File: src/design/asw_pkg.sv
// Shared types, codes and helpers for the alive-supervision watchdog manager.
// Used by asw_entity_unit and alive_supervision_watchdog_manager; no dependencies.
package asw_pkg;

  // Default configuration of the block.
  localparam int NUM_ENTITIES_DEF = 8;
  localparam int COUNT_WIDTH_DEF  = 16;

  // Field widths of one input transfer.
  localparam int FUNC_W   = 3;
  localparam int ENT_W    = 3;
  localparam int REF_W    = 16;
  localparam int EXP_W    = 16;
  localparam int MARGIN_W = 15;
  localparam int TOL_W    = 8;

  // Signed width of the per-entity alive-count bounds (worst case +163835).
  localparam int BND_W = 19;

  // Item function codes.
  localparam logic [FUNC_W-1:0] FN_TICK   = 3'd0;
  localparam logic [FUNC_W-1:0] FN_ALIVE  = 3'd1;
  localparam logic [FUNC_W-1:0] FN_ACT    = 3'd2;
  localparam logic [FUNC_W-1:0] FN_DEACT  = 3'd3;
  localparam logic [FUNC_W-1:0] FN_LOAD   = 3'd4;

  // Supervision status codes, ordered by severity.
  localparam logic [1:0] ST_OK      = 2'd0;
  localparam logic [1:0] ST_FAILED  = 2'd1;
  localparam logic [1:0] ST_EXPIRED = 2'd2;
  localparam logic [1:0] ST_STOPPED = 2'd3;

  // Saturation value of the 8-bit failed-cycle and expired-tick counters.
  localparam logic [7:0] SAT_MAX = 8'hFF;

  // Sequencer states.
  typedef enum logic [2:0] {
    S_IDLE,
    S_ITEM,
    S_LOAD2,
    S_SWEEP,
    S_GLOBAL,
    S_DONE
  } state_t;

  // Operations the entity unit performs on the addressed entry.
  typedef enum logic [2:0] {
    OP_NONE,
    OP_ALIVE,
    OP_ACT,
    OP_DEACT,
    OP_LOAD_A,
    OP_LOAD_B,
    OP_CHECK
  } ent_op_t;

  // Command from the sequencer to the entity unit.
  typedef struct packed {
    ent_op_t               op;
    logic [REF_W-1:0]      ref_cycle;
    logic [EXP_W-1:0]      expected_alive;
    logic [MARGIN_W-1:0]   min_margin;
    logic [MARGIN_W-1:0]   max_margin;
    logic [TOL_W-1:0]      fail_tolerance;
    logic                  enable_at_load;
  } ent_cmd_t;

  // Width of an entity table index.
  function automatic int idx_w(input int n);
    return (n > 1) ? $clog2(n) : 1;
  endfunction

endpackage

File: src/design/alive_supervision_watchdog_manager.sv
// Top level of the alive-supervision watchdog manager: sequencer, global status, ports.
// Depends on asw_pkg and asw_entity_unit.
//
// Usage: each transfer on the in_ channel carries one command (tick, alive indication,
// activate, deactivate or load of one entity's settings). Every command yields exactly
// one transfer on the out_ channel with the global status after the command and the
// alive flag that permits a watchdog kick.
// The block works on one command at a time; in_tready is high only while it is idle.
// Alive, activate, deactivate and ignored commands pass through the item state, a load
// through two table write steps (item and second load state), and a tick through the
// sweep, where the shared check unit visits one entity per cycle, and the global update.
// All then load the output register from the done state and return to idle, where
// in_tready rises in the same cycle as out_tvalid.
// The result sits in an output register; the next command is taken while it waits,
// but a finished command holds the sequencer until the previous result has left.
// The cfg_ port writes the expired-tick tolerance; write it only while idle.
// Reset (rst_n low, synchronous) disables all entities, clears the counters, sets the
// global status to ok and the tolerance to 3; entity settings must be loaded again.
module alive_supervision_watchdog_manager #(
  parameter int NUM_ENTITIES = asw_pkg::NUM_ENTITIES_DEF,
  parameter int COUNT_WIDTH  = asw_pkg::COUNT_WIDTH_DEF
) (
  input  logic        clk,
  input  logic        rst_n,
  // func, entity, ref_cycle, expected_alive, min_margin, max_margin,
  // fail_tolerance, enable_at_load (from bit 0 up), zero filled to 80 bits
  input  logic [79:0] in_tdata,
  input  logic        in_tvalid,
  output logic        in_tready,
  // global_status, alive (from bit 0 up), zero filled to 8 bits
  output logic [7:0]  out_tdata,
  output logic        out_tvalid,
  input  logic        out_tready,
  input  logic        cfg_we,
  input  logic [7:0]  cfg_wdata
);

  localparam int EW = asw_pkg::idx_w(NUM_ENTITIES);

  asw_pkg::state_t state_r, state_nxt;

  logic [asw_pkg::FUNC_W-1:0] func_r;
  logic                       ent_ok_r;
  logic [EW-1:0]              addr_r;
  asw_pkg::ent_cmd_t          cmd_r;
  asw_pkg::ent_cmd_t          cmd;
  logic [1:0]                 worst_r;
  logic [1:0]                 sev;
  logic [1:0]                 glob_r;
  logic [7:0]                 exp_ticks_r;
  logic [7:0]                 tol_cfg_r;
  logic                       out_tvalid_r;
  logic [1:0]                 out_status_r;
  logic                       in_xfer;
  logic                       out_load;
  logic                       sweep_last;
  logic [asw_pkg::FUNC_W-1:0] in_func;
  logic [asw_pkg::ENT_W-1:0]  in_entity;
  logic [1:0]                 glob_a;
  logic [7:0]                 exp_ticks_a;

  assign in_func    = in_tdata[2:0];
  assign in_entity  = in_tdata[5:3];
  assign in_xfer    = in_tvalid && in_tready;
  assign sweep_last = (addr_r == EW'(NUM_ENTITIES - 1));

  // Next state.
  always_comb begin
    state_nxt = state_r;
    unique case (state_r)
      asw_pkg::S_IDLE: begin
        if (in_xfer) begin
          state_nxt = (in_func == asw_pkg::FN_TICK) ? asw_pkg::S_SWEEP : asw_pkg::S_ITEM;
        end
      end
      asw_pkg::S_ITEM: begin
        if (ent_ok_r && (func_r == asw_pkg::FN_LOAD)) begin
          state_nxt = asw_pkg::S_LOAD2;
        end else begin
          state_nxt = asw_pkg::S_DONE;
        end
      end
      asw_pkg::S_LOAD2:  state_nxt = asw_pkg::S_DONE;
      asw_pkg::S_SWEEP: begin
        if (sweep_last) begin
          state_nxt = asw_pkg::S_GLOBAL;
        end
      end
      asw_pkg::S_GLOBAL: state_nxt = asw_pkg::S_DONE;
      asw_pkg::S_DONE: begin
        if (!out_tvalid_r || out_tready) begin
          state_nxt = asw_pkg::S_IDLE;
        end
      end
      default: state_nxt = asw_pkg::S_IDLE;
    endcase
  end

  // Sequencer outputs: handshake and entity unit command.
  always_comb begin
    cmd       = cmd_r;
    cmd.op    = asw_pkg::OP_NONE;
    in_tready = 1'b0;
    out_load  = 1'b0;
    unique case (state_r)
      asw_pkg::S_IDLE: in_tready = 1'b1;
      asw_pkg::S_ITEM: begin
        if (ent_ok_r) begin
          priority case (func_r)
            asw_pkg::FN_ALIVE: cmd.op = asw_pkg::OP_ALIVE;
            asw_pkg::FN_ACT:   cmd.op = asw_pkg::OP_ACT;
            asw_pkg::FN_DEACT: cmd.op = asw_pkg::OP_DEACT;
            asw_pkg::FN_LOAD:  cmd.op = asw_pkg::OP_LOAD_A;
            default:           cmd.op = asw_pkg::OP_NONE;
          endcase
        end
      end
      asw_pkg::S_LOAD2: cmd.op = asw_pkg::OP_LOAD_B;
      asw_pkg::S_SWEEP: cmd.op = asw_pkg::OP_CHECK;
      asw_pkg::S_DONE:  out_load = !out_tvalid_r || out_tready;
      default: begin
      end
    endcase
  end

  // Global status update at the end of a tick; expired sticks, enough expired ticks stop.
  always_comb begin
    glob_a      = (glob_r != asw_pkg::ST_EXPIRED) ? worst_r : glob_r;
    exp_ticks_a = exp_ticks_r;
    if ((glob_a == asw_pkg::ST_EXPIRED) && (exp_ticks_r != asw_pkg::SAT_MAX)) begin
      exp_ticks_a = exp_ticks_r + 8'd1;
    end
  end

  // Control registers.
  always_ff @(posedge clk) begin
    if (!rst_n) begin
      state_r      <= asw_pkg::S_IDLE;
      glob_r       <= asw_pkg::ST_OK;
      exp_ticks_r  <= '0;
      tol_cfg_r    <= 8'd3;
      out_tvalid_r <= 1'b0;
      worst_r      <= asw_pkg::ST_OK;
      addr_r       <= '0;
    end else begin
      state_r <= state_nxt;
      if (cfg_we) begin
        tol_cfg_r <= cfg_wdata;
      end
      if (in_xfer) begin
        worst_r <= asw_pkg::ST_OK;
        addr_r  <= (in_func == asw_pkg::FN_TICK) ? '0 : EW'(in_entity);
      end else if (state_r == asw_pkg::S_SWEEP) begin
        if (sev > worst_r) begin
          worst_r <= sev;
        end
        if (!sweep_last) begin
          addr_r <= addr_r + 1'b1;
        end
      end
      if (state_r == asw_pkg::S_GLOBAL) begin
        exp_ticks_r <= exp_ticks_a;
        glob_r      <= (exp_ticks_a >= tol_cfg_r) ? asw_pkg::ST_STOPPED : glob_a;
      end
      if (out_load) begin
        out_tvalid_r <= 1'b1;
      end else if (out_tready) begin
        out_tvalid_r <= 1'b0;
      end
    end
  end

  // Command payload and result data.
  always_ff @(posedge clk) begin
    if (in_xfer) begin
      func_r               <= in_func;
      ent_ok_r             <= (32'(in_entity) < NUM_ENTITIES);
      cmd_r.op             <= asw_pkg::OP_NONE;
      cmd_r.ref_cycle      <= in_tdata[21:6];
      cmd_r.expected_alive <= in_tdata[37:22];
      cmd_r.min_margin     <= in_tdata[52:38];
      cmd_r.max_margin     <= in_tdata[67:53];
      cmd_r.fail_tolerance <= in_tdata[75:68];
      cmd_r.enable_at_load <= in_tdata[76];
    end
    if (out_load) begin
      out_status_r <= glob_r;
    end
  end

  asw_entity_unit #(
    .NUM_ENTITIES (NUM_ENTITIES),
    .COUNT_WIDTH  (COUNT_WIDTH)
  ) u_entity (
    .clk   (clk),
    .rst_n (rst_n),
    .cmd   (cmd),
    .addr  (addr_r),
    .sev   (sev)
  );

  assign out_tvalid = out_tvalid_r;
  assign out_tdata  = {5'd0, (out_status_r != asw_pkg::ST_STOPPED), out_status_r};

endmodule

File: src/design/asw_entity_unit.sv
// Per-entity supervision table and the shared check unit that serves one entry per cycle.
// Depends on asw_pkg.
module asw_entity_unit #(
  parameter int NUM_ENTITIES = asw_pkg::NUM_ENTITIES_DEF,
  parameter int COUNT_WIDTH  = asw_pkg::COUNT_WIDTH_DEF
) (
  input  logic                                      clk,
  input  logic                                      rst_n,
  input  asw_pkg::ent_cmd_t                         cmd,
  input  logic [asw_pkg::idx_w(NUM_ENTITIES)-1:0]   addr,
  output logic [1:0]                                sev
);

  localparam int MATCH_W = (COUNT_WIDTH > asw_pkg::REF_W) ? COUNT_WIDTH : asw_pkg::REF_W;
  localparam int CMP_W   = ((COUNT_WIDTH > asw_pkg::BND_W) ? COUNT_WIDTH : asw_pkg::BND_W) + 1;

  // Counters and flags, cleared by reset.
  logic                   enabled_r [NUM_ENTITIES];
  logic [COUNT_WIDTH-1:0] cyc_r     [NUM_ENTITIES];
  logic [COUNT_WIDTH-1:0] alv_r     [NUM_ENTITIES];
  logic [7:0]             fail_r    [NUM_ENTITIES];

  // Settings, valid once loaded.
  logic [asw_pkg::REF_W-1:0] ref_r [NUM_ENTITIES];
  logic [asw_pkg::TOL_W-1:0] tol_r [NUM_ENTITIES];
  logic signed [asw_pkg::BND_W-1:0] lo_r [NUM_ENTITIES];
  logic signed [asw_pkg::BND_W-1:0] hi_r [NUM_ENTITIES];

  // Balance offset minus reference cycle, kept between the two load steps.
  logic signed [asw_pkg::BND_W-1:0] adj_r;
  logic signed [asw_pkg::BND_W-1:0] adj_nxt;

  logic                   en;
  logic [COUNT_WIDTH-1:0] cyc_new;
  logic                   match;
  logic signed [CMP_W-1:0] alv_ext;
  logic signed [CMP_W-1:0] lo_ext;
  logic signed [CMP_W-1:0] hi_ext;
  logic                   in_range;
  logic                   failed;
  logic                   expire;

  // At a match the balance is alive + adj, so the margins become bounds on alive.
  always_comb begin
    en       = enabled_r[addr];
    cyc_new  = COUNT_WIDTH'(cyc_r[addr] + 1'b1);
    match    = en && (MATCH_W'(cyc_new) == MATCH_W'(ref_r[addr]));
    alv_ext  = $signed(CMP_W'(alv_r[addr]));
    lo_ext   = CMP_W'(lo_r[addr]);
    hi_ext   = CMP_W'(hi_r[addr]);
    in_range = (alv_ext >= lo_ext) && (alv_ext <= hi_ext);
    failed   = match && !in_range;
    expire   = failed && (fail_r[addr] > tol_r[addr]);
    if (!failed) begin
      sev = asw_pkg::ST_OK;
    end else if (expire) begin
      sev = asw_pkg::ST_EXPIRED;
    end else begin
      sev = asw_pkg::ST_FAILED;
    end
  end

  // First load step: offset is 1 - expected when expected exceeds the cycle, else cycle - 1.
  always_comb begin
    if (cmd.expected_alive > cmd.ref_cycle) begin
      adj_nxt = asw_pkg::BND_W'(1) - $signed(asw_pkg::BND_W'(cmd.expected_alive))
              - $signed(asw_pkg::BND_W'(cmd.ref_cycle));
    end else begin
      adj_nxt = -asw_pkg::BND_W'(1);
    end
  end

  // Counters and enable bits.
  always_ff @(posedge clk) begin
    if (!rst_n) begin
      for (int i = 0; i < NUM_ENTITIES; i++) begin
        enabled_r[i] <= 1'b0;
        cyc_r[i]     <= '0;
        alv_r[i]     <= '0;
        fail_r[i]    <= '0;
      end
    end else begin
      unique case (cmd.op)
        asw_pkg::OP_ALIVE: begin
          if (en) begin
            alv_r[addr] <= COUNT_WIDTH'(alv_r[addr] + 1'b1);
          end
        end
        asw_pkg::OP_ACT:    enabled_r[addr] <= 1'b1;
        asw_pkg::OP_DEACT:  enabled_r[addr] <= 1'b0;
        asw_pkg::OP_LOAD_A: enabled_r[addr] <= cmd.enable_at_load;
        asw_pkg::OP_CHECK: begin
          if (match) begin
            cyc_r[addr] <= '0;
            alv_r[addr] <= '0;
            if (failed && !expire && (fail_r[addr] != asw_pkg::SAT_MAX)) begin
              fail_r[addr] <= fail_r[addr] + 8'd1;
            end
          end else if (en) begin
            cyc_r[addr] <= cyc_new;
          end
        end
        default: begin
        end
      endcase
    end
  end

  // Settings, written in two load steps.
  always_ff @(posedge clk) begin
    if (cmd.op == asw_pkg::OP_LOAD_A) begin
      ref_r[addr] <= cmd.ref_cycle;
      tol_r[addr] <= cmd.fail_tolerance;
      adj_r       <= adj_nxt;
    end
    if (cmd.op == asw_pkg::OP_LOAD_B) begin
      hi_r[addr] <= $signed(asw_pkg::BND_W'(cmd.max_margin)) - adj_r;
      lo_r[addr] <= -$signed(asw_pkg::BND_W'(cmd.min_margin)) - adj_r;
    end
  end

endmodule

File: config.mk
export PLATFORM = sky130hd
export DESIGN_NAME = alive_supervision_watchdog_manager
export DESIGN_NICKNAME = d
export VERILOG_FILES = /design/src/design/asw_pkg.sv /design/src/design/alive_supervision_watchdog_manager.sv /design/src/design/asw_entity_unit.sv
export SDC_FILE = /design/constraint.sdc
export NUM_CORES = 1
export LEC_CHECK = 0
export BUFFER_PORTS_ARGS = -buffer_cell sky130_fd_sc_hd__clkbuf_2
export CORE_ASPECT_RATIO = 1.5
export CORE_MARGIN = 8
export CORE_UTILIZATION = 35
export DETAILED_ROUTE_END_ITERATION = 10
export MAX_ROUTING_LAYER = met4
export PLACE_DENSITY = 0.58
export REMOVE_ABC_BUFFERS = 1
export SYNTH_ARGS = -nofsm -noshare
export SYNTH_HDL_FRONTEND = slang
export SYNTH_SLANG_ARGS = --single-unit
File: constraint.sdc
create_clock -name clk -period 7.3 [get_ports clk]
set_input_delay 0.73 -clock clk [delete_from_list [all_inputs] [get_ports clk]]
set_output_delay 0.73 -clock clk [all_outputs]
set_load 0.02 [all_outputs]
Yosys cells after proc, flatten, opt, wreduce, memory -nomap -nowiden --
Memory sizes are Yosys's and may differ from the RTL's. A register that Yosys moved wholly into a read port is not among the register bits. Cells that the tools add are included.
Cells by class: div/mod/pow operators 0, reductions and logical operators 25, multiply operators 0, order comparisons 6, shift operators 0, add/subtract/negate cells 10, equality and inequality tests 26, multiplexer cells 83, bitwise operators 5
Operators with widths (number):
- $mux W3 | 28
- $mux W16 | 4
- $mux W1 | 41
- $add A16 B1 Y16 const B | 2
- $reduce_or A16 Y1 | 2
- $eq A3 B3 Y1 const B | 7
- $ge A17 B19 Y1 | 1
- $le A17 B19 Y1 | 1
- $neg A15 Y19 | 1
- $sub A16 B19 Y19 | 1
- $sub A19 B17 Y19 | 1
- $sub A19 B19 Y19 | 1
- $eq A3 B2 Y1 const B | 6
- $sub A1 B16 Y17 const A | 1
- $add A8 B1 Y8 const B | 2
- $eq A16 B16 Y1 | 1
- $gt A16 B16 Y1 | 1
- $mux W8 | 2
- $ne A8 B8 Y1 const B | 2
- $pmux W3 S5 | 1
- $ne A2 B2 Y1 const B | 6
- $pmux W3 S4 | 1
- $mux W2 | 5
- $eq A3 B1 Y1 const B | 3
- other kinds (18) | 34
Storage, ports and cells: bits of input ports 93, word-level logic and storage cells 179, output and inout bits 10, memories 8, bits in read-only memories 0, RAM bits 824, register bits after elaboration 122, latch bits 0
Memory list:
- u_entity.hi_r | words 8, width 19, rd ports 1, clocked after Yosys merged registers in 1, write ports 1, line asw_entity_unit.sv:27 | logic signed [asw_pkg::BND_W-1:0] hi_r [NUM_ENTITIES];
- u_entity.lo_r | words 8, width 19, rd ports 1, clocked after Yosys merged registers in 1, write ports 1, line asw_entity_unit.sv:26 | logic signed [asw_pkg::BND_W-1:0] lo_r [NUM_ENTITIES];
- u_entity.alv_r | words 8, width 16, rd ports 1, clocked after Yosys merged registers in 1, write ports 8, line asw_entity_unit.sv:20 | logic [COUNT_WIDTH-1:0] alv_r [NUM_ENTITIES];
- u_entity.cyc_r | words 8, width 16, rd ports 1, clocked after Yosys merged registers in 1, write ports 8, line asw_entity_unit.sv:19 | logic [COUNT_WIDTH-1:0] cyc_r [NUM_ENTITIES];
- u_entity.ref_r | words 8, width 16, rd ports 1, clocked after Yosys merged registers in 1, write ports 1, line asw_entity_unit.sv:24 | logic [asw_pkg::REF_W-1:0] ref_r [NUM_ENTITIES];
- u_entity.fail_r | words 8, width 8, rd ports 1, clocked after Yosys merged registers in 1, write ports 8, line asw_entity_unit.sv:21 | logic [7:0] fail_r [NUM_ENTITIES];
- +2 memories

Depth between registers and ports, before layout --
depth in word-level cells 15, depth in mapped cells 29, depth with buffers taken out 19

Modules after synthesis --
From an unflattened synthesis, not the netlist that was laid out.
Unflattened totals: cells, all modules 2996, area, all modules 42299.3 um^2
Modules (own cells, without submodules):
- asw_entity_unit | area an instance 38220.4 um^2, seq. area each 25234.2 um^2, times used 1, cells each 2718
- alive_supervision_watchdog_manager | area an instance 4078.9 um^2, seq. area each 2822.7 um^2, times used 1, cells each 278

Worst setup path before layout --
Ideal clock, no wire load.
path type reg2reg, start register with a tool-made name, end memory u_entity.fail_r[0][0], enable pin, path slack 1250 ps, arrival time 5666 ps, clock period less this slack 6050 ps, stages on the path, launching flop included 24, data required time 6916 ps, setup time 384 ps, path buffers 11, path through dfxtp_1 buf_4 buf_6 buf_4 buf_4 buf_4 buf_4 buf_4 buf_4 buf_1 buf_2 mux4_2 mux2i_1 ha_1 a21o_1 a211o_1 a211oi_1 o41ai_1 a21oi_1 o22ai_1 a211oi_1 nand4bb_1 buf_4 o21ai_0
RTL lines (line):
- to (decl) | asw_entity_unit.sv:21

==> flow_metrics.env <==
export IMPL_drtIter0Drc=1696
export IMPL_fin_nets=3152
export IMPL_ys_warn_count=0
export IMPL_synth_compound_area_frac=0.0392
export IMPL_required_ns=7.62
export IMPL_worst_setup_path_type="flip-flop to flip-flop"
export IMPL_p_total_w=0.0137
export IMPL_arrival_ns=6.47
export IMPL_crit_cells=14
export IMPL_slowest_delay_ns=0.87
export IMPL_grt_pass1_wl_um=158000
export IMPL_critPathMaxFanout=40
export IMPL_synth_top_family_by_area="multiplexers"
export IMPL_cp_top_family="compound AO/OA/AOI/OAI gates"
export IMPL_cts_tree="yes"
export IMPL_worstSetupStartpointType="flip-flop"
export IMPL_fp_dieH_um=448
export IMPL_grt_pass1_vias=25700
export IMPL_synth_area_mm2=0.0435
export IMPL_dr_wl_met2_um=54400
export IMPL_wl_met3_um=4670
export IMPL_slew_headroom=0.182
export IMPL_synth_flop_cell="edfxtp_1"
export IMPL_seq_power_share=0.473
export IMPL_clkPwrFrac=0.347
export IMPL_crit_chain="buf_4, buf_4, mux4_2, mux2i_1, ha_1, a21oi_1, o21ai_0, a211oi_1, o41ai_1, a21oi_1, o22ai_1, a211oi_1, nand4bb_4, o21ai_1"
export IMPL_dpl_hpwl_um=66400
export IMPL_setup_viol=0
export IMPL_synth_edff_count=911
export IMPL_final_common_cell="edfxtp_1"
export IMPL_portBuffers=94
export IMPL_synth_simple_area_share=0.0887
export IMPL_syn_avg_cell_area_um2=15.4
export IMPL_rsz0062_at_grt="false"
export IMPL_yosysSeqAreaShare=0.646
export IMPL_hold_viol=0
export IMPL_viasPerCell=5.34
export IMPL_place_congestion=0.849
export IMPL_slowest_stage="dfxtp_4"
export IMPL_leakagePower_nw=16.3
export IMPL_synthCells=2820
export IMPL_worst_pin_slew_ns=1.22
export IMPL_rows=158
export IMPL_wl_um=104000
export IMPL_post_cts_resized=0
export IMPL_ios=103
export IMPL_clk_pin_slew_ns=0.06
export IMPL_ys_ff_latch=949
export IMPL_max_freq_mhz=163
export IMPL_met1_length_um=41800
export IMPL_whs_path_depth=1
export IMPL_dieArea_mm2=0.136
export IMPL_netlist_top_cells_area="edfxtp_1 (63%), mux4_2 (10%), ha_1 (3.9%), mux2i_1 (2.0%), nor2_1 (2.0%)"
export IMPL_wl_per_cell_um=22.7
export IMPL_synthXorXnorAreaFrac=0.0235
export IMPL_vias=24500
export IMPL_combPwrFrac=0.180
export IMPL_fin_skew_ns=0.0388
export IMPL_initial_utilization=0.352
export IMPL_finalMaxSlewViolations=0
export IMPL_cts_htree_levels=3
export IMPL_cp_end_kind="flip-flop"
export IMPL_layout_drive_gt1_share=0.192
export IMPL_yosysTopAreaCellShare=0.629
export IMPL_track_usage=0.156
export IMPL_status="finished clean"
export IMPL_cts_buffers=93
export IMPL_grt_max_degree=58
export IMPL_fin_crit_ns=6.15
export IMPL_drc=0
export IMPL_switching_share=0.274
export IMPL_worstHoldPathType="primary input to flip-flop"
export IMPL_dieWidth_um=304
export IMPL_core_mm2=0.124
export IMPL_drtAntennaViolNets=0
export IMPL_routed_top_layer="met4"
export IMPL_min_delay_start="in_tdata[72]"
export IMPL_cts_root_buf="clkbuf_16"
export IMPL_clock_sinks=949
export IMPL_p_switching_w=0.00376
export IMPL_cts_hold_buf=0
export IMPL_clk_latency_ns=0.70
export IMPL_yosys_cell_types_count=80
export IMPL_final_core_util=0.395
export IMPL_drv_cap=0
export IMPL_async_flop_share=0
export IMPL_p_int_w=0.00996
export IMPL_cts_setup_buffers=0
export IMPL_dr_pass1_iters=5
export IMPL_reg2reg_depth=14
export IMPL_peakVddDrop_mv=0.194
export IMPL_synthAdderAreaFrac=0.0408
export IMPL_synthToLayoutAreaGrowth_pct=12.1
export IMPL_powerDensity_mw_per_mm2=281
export IMPL_final_cell_mix="edfxtp_1 (911), nor2_1 (218), mux4_2 (202)"
export IMPL_synth_top_cell_by_area="edfxtp_1"
export IMPL_grt_overflow_total=0
export IMPL_synthMuxAreaShare=0.132
export IMPL_fin_crit_sh=0.843
export IMPL_clockBufferDepth=3
export IMPL_antenna_found_initial=1
export IMPL_crit_buf_inv=2
## metrics by stage
| step | std cells | setup WS [ns] | TNS (ns) | hold slack (ns) | area (um2) |
|---|---|---|---|---|---|
| 3_3_place_gp | 4424 | 1.05 | 0 | 0.455 | 45800 |
| 3_5_place_dp | 4424 | 1.02 | 0 | 0.456 | 45800 |
| 6_report | 4592 | 1.15 | 0 | 0.207 | 48800 |
| 2_1_floorplan | 2664 | -6.70 | -3170.58 | 0.424 | 42700 |
| 5_1_grt | 4590 | 0.618 | 0 | 0.171 | 48800 |
| 4_1_cts | 4589 | 0.965 | 0 | 0.140 | 48800 |
## path summary, 6_finish.rpt
check                           to  slack, ns
max          u_entity.fail_r[7][3]       1.15
min                         cmd[5]       0.21
max reg2reg  u_entity.fail_r[7][3]       1.15
min reg2reg        out_status_r[1]       0.46
## synthesized netlist by cell type, types with 44 or more instances
cell / instances
nor2_1: 234
ha_1: 137
mux4_2: 202
mux2i_1: 88
nor3_1: 145
inv_1: 108
nor4_1: 76
nand2_1: 129
xnor2_1: 61
o21ai_0: 44
a21oi_1: 54
edfxtp_1: 911
clkbuf_1: 70
## area by class of cell
class                   instances  area [um2]
diodes                          3        7.51
clock buffers                 114        2470
clock inverters                51         513
fillers                     11200       74800
inverters                     110         414
multi-input cells            1605       14300
flip-flops and latches        949       28100
well taps                    1600        2000
repair buffers                160         991
## sequential cells by signal (all words and copies together), names as in the netlist, named ones only
signal,cells
u_entity.ref_r,128
u_entity.alv_r,128
u_entity.fail_r,64
glob_r,2
tol_cfg_r,8
u_entity.adj_r,19
u_entity.lo_r,152
u_entity.tol_r,64
out_tvalid,1
u_entity.hi_r,152
u_entity.enabled_r,8
worst_r,2
exp_ticks_r,8
out_status_r,2
cmd,71
state_r,3
u_entity.cyc_r,128
addr_r,3
func_r,3
## metal layers
metal  vias to the layer above  GRT usage
met4                         0     0.0595
met5                         -          -
met3                       185     0.0208
met2                       687      0.279
li1                      11200          -
met1                     12500      0.177
## worst register-to-register path, stage by stage, from the launching register on
cell and delay, ns:
dfxtp_4 0.87, buf_4 0.51, buf_4 0.39, mux4_2 0.56
mux2i_1 0.23, ha_1 0.29, a21oi_1 0.16, o21ai_0 0.09
a211oi_1 0.34, o41ai_1 0.16, a21oi_1 0.16, o22ai_1 0.27
a211oi_1 0.60, nand4bb_4 0.33, o21ai_1 0.79
## logic make-up after synthesis
group / count (synthesis)
AO/OA/AOI/OAI: 253
XOR/XNOR: 108
adder cells (fa/ha/maj): 140
buffers and inverters: 270
flip-flops: 949
multiplexers: 316
other: 1
AND/OR/NAND/NOR: 783
## power groups by stage
stage,registers [W],logic (W),clock network [W]
2_1_floorplan,0.00666,0.00182,0
4_1_cts,0.00649,0.00250,0.00487
3_5_place_dp,0.00661,0.00249,0
3_3_place_gp,0.00660,0.00246,0
5_1_grt,0.00651,0.00271,0.00505
6_report,0.00648,0.00247,0.00476
Note: power is estimated with default switching activity, not from simulation.
